<file path="src/hdl/psp_pkg.sv">
`timescale 1ns / 1ps
// ----------------------------------------------------------------------------
// psp_pkg
// Shared widths, latencies and register codes of the segment step planner.
// ----------------------------------------------------------------------------
package psp_pkg;

  localparam int CoordW   = 18;
  localparam int StepsW   = 19;
  localparam int DistW    = 19;
  localparam int TimeW    = 39;
  localparam int CfgW     = 16;

  localparam int DivW     = 39;
  localparam int DivisorW = 18;
  localparam int DivLat   = DivW;

  localparam int SqInW    = 38;
  localparam int SqLat    = DistW;
  localparam int SqRemW   = 21;

  localparam int UsPerS   = 1000000;
  localparam int UsW      = 20;

  localparam logic [CfgW-1:0] SpeedReset = 16'd100;
  localparam logic [CfgW-1:0] StepReset  = 16'd157;

  typedef enum logic {
    REG_SPEED = 1'b0,
    REG_STEP  = 1'b1
  } reg_idx_t;

endpackage

</file>
<file path="src/hdl/psp_div.sv">
`timescale 1ns / 1ps
// ----------------------------------------------------------------------------
// psp_div
// Pipelined restoring divider, one quotient bit per stage.
// ----------------------------------------------------------------------------
module psp_div
  import psp_pkg::*;
(
  input  logic                clk,
  input  logic                en,
  input  logic [DivW-1:0]     dividend,
  input  logic [DivisorW-1:0] divisor,
  output logic [DivW-1:0]     quotient
);

  logic [DivisorW-1:0] rem [0:DivLat-1];
  logic [DivW-1:0]     work [0:DivLat-1];
  logic [DivisorW-1:0] dv [0:DivLat-1];

  for (genvar i = 0; i < DivLat; i++) begin : g_stage
    logic [DivisorW-1:0] rem_in;
    logic [DivW-1:0]     work_in;
    logic [DivisorW-1:0] dv_in;
    logic [DivisorW:0]   trial;
    logic                ge;

    if (i == 0) begin : g_first
      assign rem_in  = '0;
      assign work_in = dividend;
      assign dv_in   = divisor;
    end else begin : g_next
      assign rem_in  = rem[i-1];
      assign work_in = work[i-1];
      assign dv_in   = dv[i-1];
    end

    assign trial = {rem_in, work_in[DivW-1]};
    assign ge    = trial >= {1'b0, dv_in};

    always_ff @(posedge clk) begin
      if (en) begin
        rem[i]  <= ge ? DivisorW'(trial - {1'b0, dv_in}) : trial[DivisorW-1:0];
        work[i] <= {work_in[DivW-2:0], ge};
        dv[i]   <= dv_in;
      end
    end
  end

  assign quotient = work[DivLat-1];

endmodule

</file>
<file path="config.mk">
export PLATFORM = sky130hd
export DESIGN_NAME = psp_div
export DESIGN_NICKNAME = d
export VERILOG_FILES = /design/src/hdl/psp_pkg.sv /design/src/hdl/psp_div.sv
export SDC_FILE = /design/constraint.sdc
export NUM_CORES = 2
export LEC_CHECK = 0
export BUFFER_PORTS_ARGS = -buffer_cell sky130_fd_sc_hd__buf_2
export CAP_MARGIN = 10
export CORE_AREA = 2 2 510 512
export CTS_CLUSTER_DIAMETER = 150
export DETAILED_ROUTE_END_ITERATION = 8
export DIE_AREA = 0 0 512 514
export GPL_TIMING_DRIVEN = 1
export PLACE_DENSITY = 0.65
export RECOVER_POWER = 100
export SETUP_SLACK_MARGIN = 0.3
export SLEW_MARGIN = 10
export SYNTH_ARGS = -nofsm -noshare
export SYNTH_HDL_FRONTEND = slang
export SYNTH_SLANG_ARGS = --single-unit
</file>
<file path="constraint.sdc">
create_clock -name clk -period 6.16 [get_ports clk]
set_input_delay 0.616 -clock clk [delete_from_list [all_inputs] [get_ports clk]]
set_output_delay 0.616 -clock clk [all_outputs]
set_load 0.1 [all_outputs]
</file>
==> results.py <==
metrics = {
    "clocking": {
        "cts_max_level": 5,
        "post_cts_resized": 0,
        "clk_latency_ns": 0.89,
        "path_clk_slew_ns": 0.06,
        "clockBufferDepth": 4,
        "cts_buffers": 311,
        "cts_sinks": 2889,
        "tritoncts": "done",
        "root_buffer": "clkbuf_16",
        "cts_setup_buffers": 0,
    },
    "routing": {
        "dr_wl_met2_um": 112000,
        "viasPerCell": 5.43,
        "routed_wl_um": 236000,
        "drt_iter0_drc": 5777,
        "dr.max_layer_used": "met4",
        "dr_wl_met3_um": 9410,
        "ant_nets": 0,
        "routedLengthMet1_um": 108000,
        "first_pass_iters": 6,
        "vias": 71500,
        "wire_per_inst_um": 17.9,
        "drc": 0,
    },
    "layout": {
        "nFillCells": 20800,
        "areaGrowthSynthToFinish_pct": 11.5,
        "nets": 10300,
        "layout_common_cells": "2889 x edfxtp_1, 897 x inv_1, 686 x ha_1",
        "fin_util_pct": 55.5,
        "multiInputGateArea_um2": 37200,
        "final_area_um2": 143000,
        "final_common_cell": "edfxtp_1",
        "final-seq-area_um2": 86800,
        "drive_gt1_share_pct": 7.83,
    },
    "placement": {
        "placed_cell_area_um2": 133000,
        "portBuffers": 97,
        "hpwl_um": 162000,
        "place_congestion": 0.891,
    },
    "global_routing": {
        "gr-usage-all-layers_pct": 17.6,
        "grt_first_pass_wirelength_um": 377000,
        "antenna_found_initial": 6,
        "grt_start_max_net_pins": 196,
        "gr-total-overflow": 0,
        "grt_pass1_vias": 70800,
    },
    "worst_setup_path": {
        "critPathKind": "input pin to register",
        "cp_num_buf_inv": 2,
        "crit_path_start_kind": "input pin",
        "crit_fanout": 106,
        "endpoint_kind": "register",
        "crit_family": "buffers and inverters",
        "critPathRequiredTime_ns": 6.63,
        "crit_chain": "clkbuf_2, clkbuf_1",
        "slowest_stage": "clkbuf_2",
        "worstPathArrival_ns": 5.06,
        "cpPeakStageDelay_ns": 2.85,
    },
    "synthesis": {
        "yosysTopAreaCellShare_pct": 67.6,
        "ys_seq_elements": 2889,
        "syn_inst": 9152,
        "synth_ff_type": "edfxtp_1",
        "yosys.area.top_type": "edfxtp_1",
        "synth_edf_count": 2889,
        "syn_area_per_cell_um2": 14.0,
        "syn_nets": 9934,
        "synth_compound_area_share_pct": 10.4,
        "synth_top_family_by_area": "compound AO/OA/AOI/OAI gates",
        "synth_mux_area_share_pct": 2.19,
        "synth.area.top_cells": "edfxtp_1 68%, ha_1 6.7%, inv_1 2.6%",
        "ys_seq_area_share_pct": 67.6,
        "synthXorXnorAreaFrac_pct": 3.37,
        "yosysUniqueCellTypes": 105,
        "yosys_warnings": 0,
        "synthSimpleGateAreaFrac_pct": 6.01,
        "async_flop_share_pct": 0,
        "synthAdderAreaFrac_pct": 7.26,
        "syn_area_um2": 128000,
    },
    "floorplanning": {
        "fp.dieH_um": 514,
        "start_util_pct": 49.7,
        "die_area_um2": 263000,
        "coreArea_um2": 258000,
        "chipWidth_um": 512,
        "rows": 187,
        "pin_count": 98,
    },
    "job": {
        "cap_violations": 12,
    },
    "run_status": {
        "outcome": "finished, violations left",
        "violations": "max-capacitance violations, max-slew violations",
    },
    "timing": {
        "fin_crit_sh_pct": 74.6,
        "fin_crit_ns": 4.59,
        "fmax_mhz": 218,
        "slew_headroom_pct": -187,
        "finClkSkew_ns": 0.0281,
        "drv_slew": 331,
        "rsz0062_at_grt": "no",
        "hold_viol": 0,
        "tightest_slew_ns": 4.30,
        "tns_ns": 0,
        "setup_violations": 0,
    },
    "power": {
        "power_density_nw_per_um2": 494,
        "irDropWorstVdd_mv": 0.270,
        "leakage_nw": 54.2,
    },
    "worst_hold_path": {
        "hold_path.class": "input pin to register",
    },
}
## path summary, 6_finish.rpt
path,start,end,slack [ns],depth (start not counted)
max,en,dv[5][27],1.57,2
min,dividend[38],rem[0][0],0.10,3
max reg2reg,rem[17][18],rem[18][3],1.61,9
min reg2reg,work[1][185],work[1][225],0.40,0
## Yosys cell counts (12+ instances only)
cell type,n
a311oi_1,19
edfxtp_1,2889
fa_1,37
o31a_1,27
nand2b_1,84
o22a_1,14
o211ai_1,29
a41oi_1,18
nor2b_1,58
o31ai_2,21
and2_1,29
clkbuf_1,110
nor4_1,22
o31ai_1,34
buf_2,39
xnor2_1,264
or2_2,24
a211oi_1,111
nand3_1,123
and3_1,25
a21o_1,198
or3_1,20
a21boi_0,20
a21oi_1,603
xor2_1,230
a31oi_1,48
mux2_2,198
o311a_1,22
mux2i_1,22
nand2_1,474
or3b_2,12
o221ai_1,25
ha_1,686
nor3b_1,16
a32oi_1,24
nor2_1,499
o21bai_1,57
nand4_1,115
nor3_1,110
o21a_1,92
inv_1,897
o21ai_0,585
o22ai_1,24
mux2_4,21
## cell type report
cell class,instances,area share (%)
Timing Repair Buffer,227,1.04
Clock buffer,365,5.68
Inverter,898,2.35
Tap cell,3402,2.97
Sequential cell,2889,60.6
Clock inverter,190,1.36
Antenna cell,5,0.00874
Multi-Input combinational cell,5200,26.0
## where the power goes
group	total [W]	switching, W	internal (W)
combinational	0.0236	0.0135	0.0101
sequential	0.0287	0.00198	0.0267
clock	0.0183	0.00753	0.0108
## kinds of logic after synthesis
| logic type | Yosys count |
|---|---|
| flops | 2889 |
| compound gates | 2092 |
| simple gates | 1646 |
| buf+inv | 1063 |
| fa+ha+maj | 723 |
| xor+xnor | 494 |
| mux | 245 |
## what timing repair did
item,CTS,global route
setup endpoints to repair,0,0
hold buffers,56,0
endpoints found under the hold margin,56,0
## layer usage
| metal | global-route usage [%] | vias to the layer above |
|---|---|---|
| li1 | - | 35000 |
| met1 | 24.5 | 34700 |
| met2 | 28.8 | 1398 |
| met3 | 2.45 | 433 |
| met4 | 5.29 | 0 |
| met5 | 0 | - |
## through the flow
step / hold slack [ns] / power [W] / worst slack [ns] / instances
floorplan: 0.400 / 0.0469 / 3.23 / 9152
global placement: 0.400 / 0.0524 / 2.57 / 12600
detailed placement: 0.405 / 0.0530 / 2.59 / 12600
CTS: 0.0156 / 0.0717 / 2.56 / 13200
global route: 0.0583 / 0.0753 / 1.25 / 13200
finish: 0.101 / 0.0706 / 1.57 / 13200
## flip-flops by register name, summed over array words and instances (netlist names)
register	flops
rem	684
work	1521
dv	684
Power figures use the tool's default switching activity.
